$ cat src/rtl/ghp_pkg.sv
// ============================================================================
// ghp_pkg: shared types and constants for the gzip header parser
// Holds the parse phase encoding, status codes, header constants and the
// result record passed between the parser and the output register.
// ============================================================================
package ghp_pkg;

    localparam int unsigned OffsetW = 17;
    localparam int unsigned LengthW = 32;
    localparam int unsigned StatusW = 3;

    localparam logic [7:0] MagicA        = 8'h1f;
    localparam logic [7:0] MagicB        = 8'h8b;
    localparam logic [7:0] MethodDeflate = 8'd8;

    // Bit positions in the FLG byte.
    localparam int unsigned FlgHcrc      = 1;
    localparam int unsigned FlgExtra     = 2;
    localparam int unsigned FlgName      = 3;
    localparam int unsigned FlgComment   = 4;
    localparam int unsigned FlgEncrypted = 5;

    // Offset of the last fixed header byte (OS field).
    localparam logic [OffsetW-1:0] LastFixedOffset = 17'd9;
    localparam logic [OffsetW:0]   TrailerBytes    = 18'd8;

    typedef enum logic [StatusW-1:0] {
        ST_OK          = 3'd0,
        ST_BAD_MAGIC   = 3'd1,
        ST_BAD_METHOD  = 3'd2,
        ST_ENCRYPTED   = 3'd3,
        ST_HDR_TOO_BIG = 3'd4,
        ST_FILE_SHORT  = 3'd5
    } t_status;

    typedef enum logic [13:0] {
        PH_IDLE    = 14'b00000000000001,
        PH_MAGIC0  = 14'b00000000000010,
        PH_MAGIC1  = 14'b00000000000100,
        PH_METHOD  = 14'b00000000001000,
        PH_FLAGS   = 14'b00000000010000,
        PH_FIXED   = 14'b00000000100000,
        PH_XLEN_LO = 14'b00000001000000,
        PH_XLEN_HI = 14'b00000010000000,
        PH_EXTRA   = 14'b00000100000000,
        PH_NAME    = 14'b00001000000000,
        PH_COMMENT = 14'b00010000000000,
        PH_CRC0    = 14'b00100000000000,
        PH_CRC1    = 14'b01000000000000,
        PH_DONE    = 14'b10000000000000
    } t_phase;

    typedef struct packed {
        t_status              status;
        logic [OffsetW-1:0]   body_offset;
        logic [LengthW-1:0]   body_length;
    } t_result;

endpackage

$ cat src/rtl/ghp_parser.sv
// ============================================================================
// ghp_parser: header parse state machine
// Consumes one registered byte per fire, updates the parse state and forms
// the single result when the header ends or an error shows up.
// ============================================================================
module ghp_parser #(
    parameter int unsigned MAX_HEADER_BYTES = 512
) (
    input  logic                          i_clk,
    input  logic                          i_rst_n,
    input  logic                          i_fire,
    input  logic [7:0]                    i_data_byte,
    input  logic                          i_first_byte,
    input  logic [ghp_pkg::LengthW-1:0]   i_file_length,
    output logic                          o_res_valid,
    output ghp_pkg::t_result              o_res
);
    import ghp_pkg::*;

    localparam logic [OffsetW-1:0] HdrLimit = OffsetW'(MAX_HEADER_BYTES);

    t_phase               r_phase, n_phase;
    logic [OffsetW-1:0]   r_off, n_off;
    logic [7:0]           r_flags, n_flags;
    logic [15:0]          r_extra, n_extra;

    t_phase               cur_phase;
    logic [OffsetW-1:0]   cur_off;
    logic [7:0]           cur_flags;
    logic [15:0]          cur_extra;
    logic [15:0]          ext_val;
    logic [OffsetW:0]     end_plus_trailer;
    logic                 file_short;
    logic                 do_finish;
    logic                 do_error;
    t_status              err_code;
    t_phase               adv_phase;

    // First flagged optional part at or after the given point; PH_DONE means
    // the header is complete.
    function automatic t_phase f_advance(input logic [7:0] flags, input logic chk_extra,
                                         input logic chk_name, input logic chk_comment);
        t_phase ph;
        if (chk_extra && flags[FlgExtra]) begin
            ph = PH_XLEN_LO;
        end else if (chk_name && flags[FlgName]) begin
            ph = PH_NAME;
        end else if (chk_comment && flags[FlgComment]) begin
            ph = PH_COMMENT;
        end else if (flags[FlgHcrc]) begin
            ph = PH_CRC0;
        end else begin
            ph = PH_DONE;
        end
        return ph;
    endfunction

    always_comb begin
        cur_phase = i_first_byte ? PH_MAGIC0 : r_phase;
        cur_off   = i_first_byte ? '0 : r_off;
        cur_flags = i_first_byte ? '0 : r_flags;
        cur_extra = i_first_byte ? '0 : r_extra;

        n_phase   = cur_phase;
        n_off     = cur_off;
        n_flags   = cur_flags;
        n_extra   = cur_extra;
        do_finish = 1'b0;
        do_error  = 1'b0;
        err_code  = ST_OK;
        adv_phase = PH_DONE;
        ext_val   = {i_data_byte, cur_extra[7:0]};

        if (cur_phase != PH_IDLE && cur_phase != PH_DONE) begin
            n_off = cur_off + 1'b1;
        end

        case (cur_phase)
            PH_MAGIC0: begin
                if (i_data_byte != MagicA) begin
                    do_error = 1'b1;
                    err_code = ST_BAD_MAGIC;
                end else begin
                    n_phase = PH_MAGIC1;
                end
            end
            PH_MAGIC1: begin
                if (i_data_byte != MagicB) begin
                    do_error = 1'b1;
                    err_code = ST_BAD_MAGIC;
                end else begin
                    n_phase = PH_METHOD;
                end
            end
            PH_METHOD: begin
                if (i_data_byte != MethodDeflate) begin
                    do_error = 1'b1;
                    err_code = ST_BAD_METHOD;
                end else begin
                    n_phase = PH_FLAGS;
                end
            end
            PH_FLAGS: begin
                n_flags = i_data_byte;
                if (i_data_byte[FlgEncrypted]) begin
                    do_error = 1'b1;
                    err_code = ST_ENCRYPTED;
                end else begin
                    n_phase = PH_FIXED;
                end
            end
            PH_FIXED: begin
                if (cur_off >= LastFixedOffset) begin
                    adv_phase = f_advance(cur_flags, 1'b1, 1'b1, 1'b1);
                    do_finish = (adv_phase == PH_DONE);
                    n_phase   = adv_phase;
                end
            end
            PH_XLEN_LO: begin
                n_extra = {8'd0, i_data_byte};
                n_phase = PH_XLEN_HI;
            end
            PH_XLEN_HI: begin
                n_extra = ext_val;
                if (ext_val == '0) begin
                    adv_phase = f_advance(cur_flags, 1'b0, 1'b1, 1'b1);
                    do_finish = (adv_phase == PH_DONE);
                    n_phase   = adv_phase;
                end else begin
                    n_phase = PH_EXTRA;
                end
            end
            PH_EXTRA: begin
                n_extra = cur_extra - 1'b1;
                if (cur_extra == 16'd1) begin
                    adv_phase = f_advance(cur_flags, 1'b0, 1'b1, 1'b1);
                    do_finish = (adv_phase == PH_DONE);
                    n_phase   = adv_phase;
                end
            end
            PH_NAME: begin
                if (cur_off >= HdrLimit) begin
                    do_error = 1'b1;
                    err_code = ST_HDR_TOO_BIG;
                end else if (i_data_byte == 8'd0) begin
                    adv_phase = f_advance(cur_flags, 1'b0, 1'b0, 1'b1);
                    do_finish = (adv_phase == PH_DONE);
                    n_phase   = adv_phase;
                end
            end
            PH_COMMENT: begin
                if (cur_off >= HdrLimit) begin
                    do_error = 1'b1;
                    err_code = ST_HDR_TOO_BIG;
                end else if (i_data_byte == 8'd0) begin
                    adv_phase = f_advance(cur_flags, 1'b0, 1'b0, 1'b0);
                    do_finish = (adv_phase == PH_DONE);
                    n_phase   = adv_phase;
                end
            end
            PH_CRC0: begin
                n_phase = PH_CRC1;
            end
            PH_CRC1: begin
                do_finish = 1'b1;
                n_phase   = PH_DONE;
            end
            PH_IDLE, PH_DONE: begin
                n_phase = cur_phase;
            end
            default: begin
                n_phase = PH_IDLE;
            end
        endcase

        if (do_error) begin
            n_phase = PH_DONE;
        end

        // Payload starts right after the byte that closed the header.
        end_plus_trailer = {1'b0, n_off} + TrailerBytes;
        file_short = i_file_length < LengthW'(end_plus_trailer);

        o_res_valid = do_error || do_finish;
        if (do_error) begin
            o_res.status      = err_code;
            o_res.body_offset = '0;
            o_res.body_length = '0;
        end else if (file_short) begin
            o_res.status      = ST_FILE_SHORT;
            o_res.body_offset = n_off;
            o_res.body_length = '0;
        end else begin
            o_res.status      = ST_OK;
            o_res.body_offset = n_off;
            o_res.body_length = i_file_length - LengthW'(end_plus_trailer);
        end
    end

    always_ff @(posedge i_clk) begin
        if (!i_rst_n) begin
            r_phase <= PH_IDLE;
            r_off   <= '0;
            r_flags <= '0;
            r_extra <= '0;
        end else if (i_fire) begin
            r_phase <= n_phase;
            r_off   <= n_off;
            r_flags <= n_flags;
            r_extra <= n_extra;
        end
    end

endmodule

$ cat src/rtl/ghp_out_reg.sv
// ============================================================================
// ghp_out_reg: result register
// Holds one result until the downstream side takes it and tells the parse
// stage whether a new result can be written this cycle.
// ============================================================================
module ghp_out_reg (
    input  logic                          i_clk,
    input  logic                          i_rst_n,
    input  logic                          i_load,
    input  ghp_pkg::t_result              i_res,
    input  logic                          i_stall,
    output logic                          o_free,
    output logic                          o_valid,
    output logic [ghp_pkg::StatusW-1:0]   o_status,
    output logic [ghp_pkg::OffsetW-1:0]   o_body_offset,
    output logic [ghp_pkg::LengthW-1:0]   o_body_length
);
    import ghp_pkg::*;

    logic    r_valid, n_valid;
    t_result r_res;

    assign o_free = !r_valid || !i_stall;

    always_comb begin
        if (i_load) begin
            n_valid = 1'b1;
        end else if (!i_stall) begin
            n_valid = 1'b0;
        end else begin
            n_valid = r_valid;
        end
    end

    always_ff @(posedge i_clk) begin
        if (!i_rst_n) begin
            r_valid <= 1'b0;
        end else begin
            r_valid <= n_valid;
        end
    end

    always_ff @(posedge i_clk) begin
        if (i_load) begin
            r_res <= i_res;
        end
    end

    assign o_valid       = r_valid;
    assign o_status      = r_res.status;
    assign o_body_offset = r_res.body_offset;
    assign o_body_length = r_res.body_length;

endmodule

$ cat src/rtl/gzip_header_parser.sv
// ============================================================================
// gzip_header_parser: gzip member header parser
// Walks the header of a gzip file one byte per beat and reports where the
// deflate payload starts and how long it is.
// ============================================================================
// Feed the file bytes in order with i_first_byte set on the byte at offset
// zero; that byte restarts the parse from any state. The block checks the
// magic bytes and the deflate method, rejects the encrypted flag, and skips
// the fixed fields, the optional extra field, the zero-terminated name and
// comment and the header CRC. On the byte that closes the header, or on the
// first byte that shows an error, one result beat comes out; after that all
// bytes are ignored until the next start byte. A header that never closes
// gives no result. Bytes are taken at one per clock: an accepted beat sits
// in the input register while the parse logic works on it, and its
// result is written into the output register at the edge on which the
// parse stage fires, after which it is offered downstream.
// The rate drops only while a held result is stalled by the downstream
// side. Write i_cfg_file_length with the total file size before the file
// is streamed; it is used to derive the payload size (file size minus
// payload start minus the 8 byte trailer), and a file too short for that
// gives the file-too-short status with a size of zero. MAX_HEADER_BYTES
// bounds the offset at which a name or comment byte may still arrive.
// ============================================================================
module gzip_header_parser #(
    parameter int unsigned MAX_HEADER_BYTES = 512
) (
    input  logic                          i_clk,
    input  logic                          i_rst_n,
    // Configuration write channel.
    input  logic                          i_cfg_valid,
    output logic                          o_cfg_ready,
    input  logic [ghp_pkg::LengthW-1:0]   i_cfg_file_length,
    // Byte input channel.
    input  logic                          i_valid,
    output logic                          o_stall,
    input  logic [7:0]                    i_data_byte,
    input  logic                          i_first_byte,
    // Result output channel.
    output logic                          o_valid,
    input  logic                          i_stall,
    output logic [ghp_pkg::StatusW-1:0]   o_status,
    output logic [ghp_pkg::OffsetW-1:0]   o_body_offset,
    output logic [ghp_pkg::LengthW-1:0]   o_body_length
);
    import ghp_pkg::*;

    logic                 r_file_length;
    logic [LengthW-1:0]   r_len;
    logic                 r_in_valid, n_in_valid;
    logic [7:0]           r_in_byte;
    logic                 r_in_first;
    logic                 in_accept;
    logic                 out_free;
    logic                 fire;
    logic                 res_valid;
    t_result              res;

    // The register can be written at any time; the user only writes it
    // while no file is in flight.
    assign o_cfg_ready = 1'b1;

    always_ff @(posedge i_clk) begin
        if (!i_rst_n) begin
            r_len         <= '0;
            r_file_length <= 1'b0;
        end else if (i_cfg_valid) begin
            r_len         <= i_cfg_file_length;
            r_file_length <= 1'b1;
        end
    end

    // The parse stage advances whenever the result register can take a new
    // value this cycle, so a held input beat only waits on a stalled result.
    assign fire      = r_in_valid && out_free;
    assign o_stall   = r_in_valid && !out_free;
    assign in_accept = i_valid && !o_stall;

    always_comb begin
        if (in_accept) begin
            n_in_valid = 1'b1;
        end else if (fire) begin
            n_in_valid = 1'b0;
        end else begin
            n_in_valid = r_in_valid;
        end
    end

    always_ff @(posedge i_clk) begin
        if (!i_rst_n) begin
            r_in_valid <= 1'b0;
        end else begin
            r_in_valid <= n_in_valid;
        end
    end

    always_ff @(posedge i_clk) begin
        if (in_accept) begin
            r_in_byte  <= i_data_byte;
            r_in_first <= i_first_byte;
        end
    end

    ghp_parser #(
        .MAX_HEADER_BYTES (MAX_HEADER_BYTES)
    ) u_parser (
        .i_clk         (i_clk),
        .i_rst_n       (i_rst_n),
        .i_fire        (fire),
        .i_data_byte   (r_in_byte),
        .i_first_byte  (r_in_first),
        .i_file_length (r_file_length ? r_len : '0),
        .o_res_valid   (res_valid),
        .o_res         (res)
    );

    ghp_out_reg u_out_reg (
        .i_clk         (i_clk),
        .i_rst_n       (i_rst_n),
        .i_load        (fire && res_valid),
        .i_res         (res),
        .i_stall       (i_stall),
        .o_free        (out_free),
        .o_valid       (o_valid),
        .o_status      (o_status),
        .o_body_offset (o_body_offset),
        .o_body_length (o_body_length)
    );

endmodule

$ cat config.mk
export PLATFORM = sky130hd
export DESIGN_NAME = gzip_header_parser
export DESIGN_NICKNAME = d
export VERILOG_FILES = /design/src/rtl/ghp_pkg.sv /design/src/rtl/ghp_parser.sv /design/src/rtl/ghp_out_reg.sv /design/src/rtl/gzip_header_parser.sv
export SDC_FILE = /design/constraint.sdc
export NUM_CORES = 1
export LEC_CHECK = 0
export ABC_AREA = 1
export CAP_MARGIN = 10
export CORE_UTILIZATION = 30
export CTS_CLUSTER_DIAMETER = 200
export DETAILED_ROUTE_END_ITERATION = 7
export DONT_BUFFER_PORTS = 1
export PLACE_DENSITY_LB_ADDON = 0.08
export REMOVE_ABC_BUFFERS = 1
export SYNTH_ARGS = -nofsm -noshare
export SYNTH_HDL_FRONTEND = slang
export SYNTH_SLANG_ARGS = --single-unit
$ cat constraint.sdc
create_clock -name i_clk -period 10.61 [get_ports i_clk]
set_clock_uncertainty 0.15 [all_clocks]
set_input_delay 2.6525 -clock i_clk [delete_from_list [all_inputs] [get_ports i_clk]]
set_output_delay 2.6525 -clock i_clk [all_outputs]
set_load 0.005 [all_outputs]
==> flow_summary.yaml, run 1 <==
status:
  status: "complete, no violations"
placement:
  routabilityCongestion: 0.860
  numPortBuffers: 0
  dp_hpwl_mm: 23.7
pwr:
  power_w: 0.00162
  pwr_density_cell_nw_per_um2: 147
  ir_worst_vdd_uv: 116
  power.leakage_nw: 5.12
timing:
  hold_viol: 0
  tns_ns: 0
  slew_violations: 0
  grt_setup_unrepaired: "false"
  tightest_slew_ns: 1.04
  timing.final.crit_share: 0.532
  relSlewSlack: 0.306
  fmax_mhz: 177
  finalSetupViolations: 0
  layout_min_cycle_time_ns: 5.65
worst_setup_path:
  start_kind: "input port"
  crit_type: "in -> out"
  crit_arrival_ns: 2.84
  cp-startpoint: "i_stall"
  crit_fanout: 3
  r2r-start: "r_in_first$_DFFE_PP_"
  path_buf_inv: 1
  path_cells: "nand3_1, inv_1"
  critPathCaptureType: "output pin"
  worstPathRequired_ns: 7.81
  slowest_stage: "nand3_1"
  slowest_delay_ns: 0.10
  crit_family: "simple AND/OR/NAND/NOR gates"
logic_synthesis:
  async_flop_share: 0
  netlist_area_um2: 10100
  yosysTopAreaCellShare: 0.181
  syn_inst: 1519
  synth_ff_type: "dfxtp_1"
  synth-seq-area-share: 0.351
  ys_ff_latch: 147
  yosysUniqueCellTypes: 51
  synth_enable_flop_cells: 61
  yosysWarnings: 0
  yosys.area.top_type: "edfxtp_1"
  synth.area.top_cells: "edfxtp_1 18%, dfxtp_1 17%, nand2_1 15%"
  syn_avg_cell_area_um2: 6.67
floorplanning:
  rows: 66
  die-area_um2: 34500
  core_area_um2: 32900
  io_pins: 101
  die_w_um: 186
  die-height_um: 186
  initial_utilization: 0.308
global_route:
  grtUsageTotal: 0.192
  grt_overflow: 0
  grt_pass1_wl_mm: 50.9
  grt_max_degree: 80
  antenna_found_initial: 0
  grt_pass1_vias: 9128
layout:
  area_growth_pct: 8.65
  fin_nets: 1563
  diodes: 0
  drive_above_1_share: 0.0955
clock_network:
  clk_latency_ns: 0.45
  cts_setup_buffers: 0
  cts-buffers-inserted: 17
  post_cts_resized: 0
  htree_levels: 4
  clk_pin_slew_ns: 0.06
  cts_tree: "done"
  ctsHoldBuffers: 0
  clockBufferDepth: 2
  cts.sinks: 147
  cts-root-buf: "clkbuf_16"
routing:
  final_antenna_net_count: 0
  drt-initial-drc-count: 687
  firstDrtPassIters: 5
  avgRoutedWirePerCell_um: 16.3
  vias: 9407
  avgViaCountPerCell: 4.82
  drc: 0
  wl_mm: 31.8
hold_path:
  worstHoldStart: "u_parser.r_extra[15]$_SDFFE_PN0P_"
  hold_path.class: "reg -> reg"
flow_run:
  drv_cap: 0
cells in the mapped netlist, types with 3 or more instances:
| cell | n |
|---|---|
| a31oi_1 | 4 |
| a211oi_1 | 3 |
| o21ai_2 | 8 |
| a21oi_1 | 88 |
| buf_1 | 4 |
| o21ai_1 | 6 |
| o21bai_1 | 4 |
| inv_2 | 15 |
| nor2_2 | 16 |
| buf_4 | 6 |
| buf_6 | 6 |
| inv_1 | 147 |
| o211ai_1 | 8 |
| dfxtp_1 | 86 |
| xor2_1 | 16 |
| xnor2_1 | 3 |
| nand2_4 | 9 |
| o21ai_0 | 114 |
| nand3_1 | 110 |
| nor3_1 | 17 |
| ha_1 | 21 |
| nor2_4 | 6 |
| nand2_2 | 36 |
| nand3b_1 | 3 |
| nand2_1 | 394 |
| buf_2 | 3 |
| clkbuf_1 | 24 |
| nand4_1 | 18 |
| a41oi_1 | 3 |
| or2_2 | 3 |
| nor4_1 | 3 |
| nor2_1 | 243 |
| edfxtp_1 | 61 |
| nand3_2 | 7 |
path summary, 6_finish.rpt:
path | to | slack [ns] | depth (start not counted)
worst min register to register | u_parser.r_extra[15]$_SDFFE_PN0P_ | 0.32 | 2
worst min-delay path | u_parser.r_extra[15]$_SDFFE_PN0P_ | 0.32 | 2
worst max-delay path | o_stall | 4.96 | 2
worst max register to register | u_out_reg.o_body_length[17]$_SDFFCE_PP0P_ | 5.03 | 22
layout by cell type, fill, tap and decap left out, types with 4 or more instances in the layout:
master,Yosys,routed
inv_2,15,17
nor2_4,6,6
dfxtp_1,86,86
nand3_1,110,110
clkbuf_16,0,17
nor2_2,16,16
inv_1,147,145
nand2_4,9,9
o21ai_2,8,8
o211ai_1,8,8
xor2_1,16,16
inv_6,0,5
nand2_1,394,394
o21bai_1,4,4
a21oi_1,88,88
nor3_1,17,17
o21ai_1,6,6
edfxtp_1,61,61
buf_4,6,4
nand2_2,36,36
nand3_2,7,7
nor2_1,243,243
ha_1,21,21
a31oi_1,4,4
o21ai_0,114,114
nand4_1,18,18
per-layer routing:
| metal | wire, um | share of wire | global-route usage |
|---|---|---|---|
| met4 | 676 | 0.021 | 0.0633 |
| met3 | 1220 | 0.038 | 0.0354 |
| met2 | 14700 | 0.46 | 0.313 |
| met1 | 15300 | 0.48 | 0.254 |
| met5 | 0 | 0 | 0 |
stage by stage:
stage          setup WS (ns)  cells  hold WS [ns]  cell area [um2]   util
3_5_place_dp            4.97   1918         0.311            10400  0.317
3_3_place_gp            4.97   1918         0.309            10400  0.317
5_1_grt                 4.43   1950         0.345            11000  0.335
2_1_floorplan           4.59   1472         0.295             9830      -
4_1_cts                 4.96   1950         0.321            11000  0.335
6_report                4.96   1950         0.316            11000  0.335
logic make-up (layout without fill, tap and decap cells):
logic type,count (synthesis),in the layout,synth area share
flip-flops,147,147,0.351
buffers and inverters,210,199,0.0910
adder cells (fa/ha/maj),22,22,0.0279
XOR/XNOR,19,19,0.0164
other,1,1,0.000370
AND/OR/NAND/NOR,872,872,0.380
AO/OA/AOI/OAI,248,248,0.134
where the power goes:
group          internal, W  total [W]  switching [W]
clock network     0.000353   0.000633       0.000279
logic            0.0000984   0.000333       0.000235
registers         0.000628   0.000651      0.0000234
area by class of cell:
cell class / instances / area (um2)
fillers: 3722 / 21900
clock buffers: 17 / 425
flip-flops and latches: 147 / 3550
multi-input cells: 1162 / 5650
inverters: 163 / 619
well taps: 442 / 553
repair buffers: 4 / 30.0
clock inverters: 15 / 170
registers in the layout, indices dropped and copies added, names as in the netlist:
register	cells
r_file_length	1
r_in_byte	8
r_in_first	1
r_in_valid	1
r_len	32
u_out_reg.o_body_length	32
u_out_reg.o_body_offset	17
u_out_reg.o_status	3
u_out_reg.o_valid	1
u_parser.r_extra	16
u_parser.r_flags	4
u_parser.r_off	17
u_parser.r_phase	14
worst reg2reg max path: stages (launching register included):
cell and delay [ns]:
edfxtp_1 0.61, inv_8 0.47, o21ai_2 0.28, nand2_1 0.19, nor2_4 0.09, nand2_4 0.15, nand2_4 0.18, nand2_1 0.11
nand2_1 0.11, inv_1 0.15, ha_1 0.20, nand3_1 0.11, nor2_1 0.16, nand3_2 0.13, nor2_2 0.13, nand4_1 0.20
ha_1 0.43, a21oi_1 0.22, nand2_1 0.07, a31oi_1 0.24, nand4_1 0.22, nand2_2 0.55, a21oi_1 0.14
Note: power is estimated with default switching activity, not from simulation.
==> run 2, diff against run 1 <==
==> constraint.sdc (replaced) <==
create_clock -name i_clk -period 4.92 [get_ports i_clk]
set_clock_uncertainty 0.15 [all_clocks]
set_input_delay 1.23 -clock i_clk [delete_from_list [all_inputs] [get_ports i_clk]]
set_output_delay 1.23 -clock i_clk [all_outputs]
set_load 0.005 [all_outputs]
==> run 2 against run 1 <==
  * Sequential share of layout area decreased by 0.50 points
  * Critical endpoint is now u_out_reg.o_body_length[17]$_SDFFCE_PP0P_
  * Non-clock buffer count rose by 19
  * Sequential cell count is the same
  * Utilization is 0.53 points higher
  * Cell count grew 0.97%
  * Via count grew 2.3%
  * Wire length is 3.1% higher
  * Die area did not move
  * First-iteration DRC count fell by 7.0%
==> flow_summary.yaml, run 2 (synthesized netlist as in run 1, its figures left out) <==
status:
  status: "complete, no violations"
clock_network:
  htree_levels: 4
  cts.sinks: 147
  clk_latency_ns: 0.44
  cts-buffers-inserted: 17
  post_cts_resized: 0
  ctsHoldBuffers: 0
  cts_tree: "done"
  clk_pin_slew_ns: 0.07
  clockBufferDepth: 2
  cts-root-buf: "clkbuf_16"
  cts_setup_buffers: 0
floorplanning:
  die_w_um: 186
  die-height_um: 186
  die-area_um2: 34500
  initial_utilization: 0.308
  core_area_um2: 32900
  io_pins: 101
  rows: 66
global_route:
  grt_max_degree: 65
  grtUsageTotal: 0.196
  grt_overflow: 0
  grt_pass1_wl_mm: 51.8
  antenna_found_initial: 0
  grt_pass1_vias: 9346
timing:
  slew_violations: 0
  finalSetupViolations: 0
  hold_viol: 0
  worst_slack_ns: 0.243
  relSlewSlack: 0.310
  fmax_mhz: 214
  tightest_slew_ns: 1.03
  layout_min_cycle_time_ns: 4.68
  timing.final.crit_share: 0.951
  grt_setup_unrepaired: "true"
routing:
  drc: 0
  final_antenna_net_count: 0
  vias: 9626
  avgViaCountPerCell: 4.89
  drt-initial-drc-count: 639
  avgRoutedWirePerCell_um: 16.7
  wl_mm: 32.8
  firstDrtPassIters: 6
placement:
  routabilityCongestion: 0.906
  numPortBuffers: 0
  placed_cells: 1937
  dp_hpwl_mm: 24.8
  post-place-ws_ns: 0.166
pwr:
  pwr_density_cell_nw_per_um2: 315
  ir_worst_vdd_uv: 240
  power.leakage_nw: 5.21
layout:
  drive_above_1_share: 0.107
  area_growth_pct: 10.4
  fill_cells: 3651
  fin_nets: 1582
  final_common_cell: "nand2_1"
  diodes: 0
  fin_cells: 1969
  layout_common_cells: "394 x nand2_1, 243 x nor2_1, 145 x inv_1"
hold_path:
  hold_path.class: "reg -> reg"
worst_setup_path:
  crit_arrival_ns: 4.78
  worstPathRequired_ns: 5.03
  crit_fanout: 48
  critPathCaptureType: "flip-flop"
  crit_type: "reg -> reg"
  start_kind: "flip-flop"
flow_run:
  drv_cap: 0
==> run 2: per-stage QoR <==
stage | hold WS [ns] | total power, W | TNS (ns) | utilization | instance area [um2]
global placement | 0.308 | 0.00220 | 0 | 0.322 | 10600
floorplan | 0.295 | 0.00194 | 0 | - | 9830
global route | 0.354 | 0.00371 | -1.05 | 0.340 | 11200
CTS | 0.324 | 0.00357 | 0 | 0.340 | 11200
detailed placement | 0.314 | 0.00219 | 0 | 0.322 | 10600
finish | 0.318 | 0.00352 | 0 | 0.340 | 11200
==> run 2: worst paths after layout <==
check / from / end / slack (ns) / depth (start not counted)
min: u_parser.r_extra[15]$_SDFFE_PN0P_ / u_parser.r_extra[15]$_SDFFE_PN0P_ / 0.32 / 2
max reg2reg: r_in_first$_DFFE_PP_ / u_out_reg.o_body_length[17]$_SDFFCE_PP0P_ / 0.24 / 23
min reg2reg: u_parser.r_extra[15]$_SDFFE_PN0P_ / u_parser.r_extra[15]$_SDFFE_PN0P_ / 0.32 / 2
max: r_in_first$_DFFE_PP_ / u_out_reg.o_body_length[17]$_SDFFCE_PP0P_ / 0.24 / 23
==> run 2: final cells by class <==
type,count,area (um2),share of cell area
timing repair buffer,23,198,0.0177
clock buffer,17,425,0.0381
clock inverter,15,171,0.0153
sequential,147,3550,0.318
multi-input combinational,1162,5660,0.506
tap,442,553,0.0495
inverter,163,619,0.0554
==> run 2: critical path, cell delays in order, from the launching register on <==
cell and delay, ns:
edfxtp_1 0.47, inv_8 0.27, o21ai_2 0.19, nand2_1 0.17
nor2_4 0.06, nand2_4 0.13, nand2_4 0.07, nand2_1 0.06
nand2_1 0.10, inv_2 0.08, ha_1 0.17, nand3_1 0.11
nor2_1 0.16, nand3_2 0.12, o21ai_1 0.13, nand2_1 0.11
ha_1 0.36, nand2_1 0.16, nor2_1 0.19, nand4_1 0.14
o21bai_1 0.36, a21oi_1 0.15, or2_2 0.29, a21oi_1 0.22
==> run 2: power breakdown <==
| part | switching (W) | internal, W | leakage [nW] | total (W) |
|---|---|---|---|---|
| sequential | 0.0000503 | 0.00135 | 1.26 | 0.00140 |
| clock | 0.000597 | 0.000760 | 0.288 | 0.00136 |
| combinational | 0.000525 | 0.000237 | 3.66 | 0.000762 |
==> run 2: per-layer routing <==
layer	vias up	wire length (um)	GRT usage	share of wire
met5	-	0	0	0
met4	0	607	0.0564	0.018
met3	27	1280	0.0331	0.039
met2	214	15500	0.333	0.47
met1	4441	15500	0.254	0.47
li1	4944	-	-	-
==> run 3, diff against run 2 <==
--- a/config.mk
+++ b/config.mk
@@ -7,7 +7,7 @@
 export LEC_CHECK = 0
 export ABC_AREA = 1
 export CAP_MARGIN = 10
-export CORE_UTILIZATION = 30
+export CORE_UTILIZATION = 35
 export CTS_CLUSTER_DIAMETER = 200
 export DETAILED_ROUTE_END_ITERATION = 7
 export DONT_BUFFER_PORTS = 1
==> run 3 against run 2 <==
  * Register-to-register slack improved by 0.10 ns
  * Clock power barely moved
  * Total power rose by 0.84%
==> flow_summary.yaml, run 3 (synthesized netlist as in run 1, its figures left out) <==
status:
  status: "complete, no violations"
routing:
  vias: 9695
  firstDrtPassIters: 5
  final_antenna_net_count: 0
  wl_mm: 32.1
  drc: 0
  avgViaCountPerCell: 5.09
  avgRoutedWirePerCell_um: 16.8
  drt-initial-drc-count: 883
clock_network:
  ctsHoldBuffers: 0
  cts-root-buf: "clkbuf_16"
  clk_latency_ns: 0.43
  cts-buffers-inserted: 17
  clockBufferDepth: 2
  clk_pin_slew_ns: 0.07
  cts_tree: "done"
  htree_levels: 4
  cts.sinks: 147
timing:
  hold_viol: 0
  finalSetupViolations: 0
  timing.final.crit_share: 0.929
  tns_ns: 0
  relSlewSlack: 0.331
  tightest_slew_ns: 1.00
  fmax_mhz: 219
  layout_min_cycle_time_ns: 4.57
  slew_violations: 0
  grt_setup_unrepaired: "false"
layout:
  fin_nets: 1581
  layout_common_cells: "394 x nand2_1, 243 x nor2_1, 145 x inv_1"
  fill_cells: 3054
  seq_area_um2: 3550
  multi_input_area_um2: 5660
  area_growth_pct: 9.68
  drive_above_1_share: 0.106
  diodes: 0
  final_common_cell: "nand2_1"
floorplanning:
  core_area_um2: 28200
  die_w_um: 172
  die-height_um: 172
  rows: 61
  io_pins: 101
  die-area_um2: 29600
  initial_utilization: 0.360
hold_path:
  hold_path.class: "reg -> reg"
  worstHoldStart: "u_parser.r_extra[15]$_SDFFE_PN0P_"
worst_setup_path:
  critPathCaptureType: "flip-flop"
  r2r_slack_ns: 0.35
  crit_type: "reg -> reg"
  r2r-start: "r_in_first$_DFFE_PP_"
  start_kind: "flip-flop"
  cp-startpoint: "r_in_first$_DFFE_PP_"
  crit_fanout: 27
  crit_arrival_ns: 4.68
  worstPathRequired_ns: 5.03
pwr:
  pwr_density_cell_nw_per_um2: 320
  ir_worst_vdd_uv: 190
  power.leakage_nw: 5.22
  power_w: 0.00355
placement:
  numPortBuffers: 0
  routabilityCongestion: 0.889
  dp_hpwl_mm: 24.1
global_route:
  grtUsageTotal: 0.220
  grt_pass1_vias: 9099
  antenna_found_initial: 0
  grt_overflow: 0
  grt_pass1_wl_mm: 49.9
  grt_max_degree: 68
flow_run:
  drv_cap: 0
==> run 3: report_power, final <==
part / total, W / leakage [nW] / internal [W] / switching, W
Sequential: 0.00141 / 1.26 / 0.00135 / 0.0000546
Clock: 0.00139 / 0.295 / 0.000822 / 0.000572
Combinational: 0.000750 / 3.66 / 0.000235 / 0.000515
==> run 3: worst max-delay path: stages (launching register included) <==
cell and delay, ns:
edfxtp_1 0.43, bufinv_16 0.31, nand2_2 0.09, nor2_2 0.09, nand2_2 0.11, nor2_8 0.16
nand2_4 0.12, nand3_1 0.09, nand2_1 0.07, inv_1 0.07, ha_1 0.18, nand3_1 0.12
nor2_1 0.17, nand3_2 0.13, o21ai_1 0.21, nand2_1 0.10, ha_1 0.35, nand2_1 0.17
nor2_1 0.17, nand4_1 0.12, o21bai_1 0.34, a21oi_1 0.15, or2_2 0.29, a21oi_1 0.19
==> run 3: final cells by class <==
| class | count | area share |
|---|---|---|
| clock buffers | 19 | 0.0399 |
| clock inverters | 13 | 0.0155 |
| inverters | 163 | 0.0574 |
| multi-input cells | 1162 | 0.510 |
| flip-flops and latches | 147 | 0.320 |
| well taps | 378 | 0.0426 |
| repair buffers | 21 | 0.0142 |
| repair inverters | 1 | 0.000788 |
==> run 3: what timing repair did <==
action	4_1_cts	5_1_grt
hold endpoints to repair	0	0
setup buffers	0	1
resized for setup	0	5
endpoints found under the setup margin	0	31
==> run 3: per-stage QoR <==
stage                     setup slack [ns]  instance area, um2  utilization  cells  hold WS [ns]
after detailed placement            0.0371               10500        0.371   1870         0.316
after global routing                0.0343               11100        0.395   1904         0.354
after CTS                           0.0386               11100        0.393   1902         0.326
after global placement              0.0740               10500        0.371   1870         0.306
after floorplan                      0.322                9830            -   1472         0.295
final                                0.348               11100        0.395   1904         0.320
==> run 3: path summary, 6_finish.rpt <==
kind | cells after the start | end
setup / recovery | 23 | u_out_reg.o_body_length[17]$_SDFFCE_PP0P_
hold / removal | 2 | u_parser.r_extra[15]$_SDFFE_PN0P_
setup reg to reg | 23 | u_out_reg.o_body_length[17]$_SDFFCE_PP0P_
hold reg to reg | 2 | u_parser.r_extra[15]$_SDFFE_PN0P_
==> run 3: metal layers <==
metal / GRT usage / part of all wire / vias to the layer above
met1: 0.295 / 0.47 / 4442
met5: 0 / 0 / -
met3: 0.0261 / 0.043 / 38
li1: - / - / 4944
met4: 0.0696 / 0.019 / 0
met2: 0.366 / 0.47 / 271
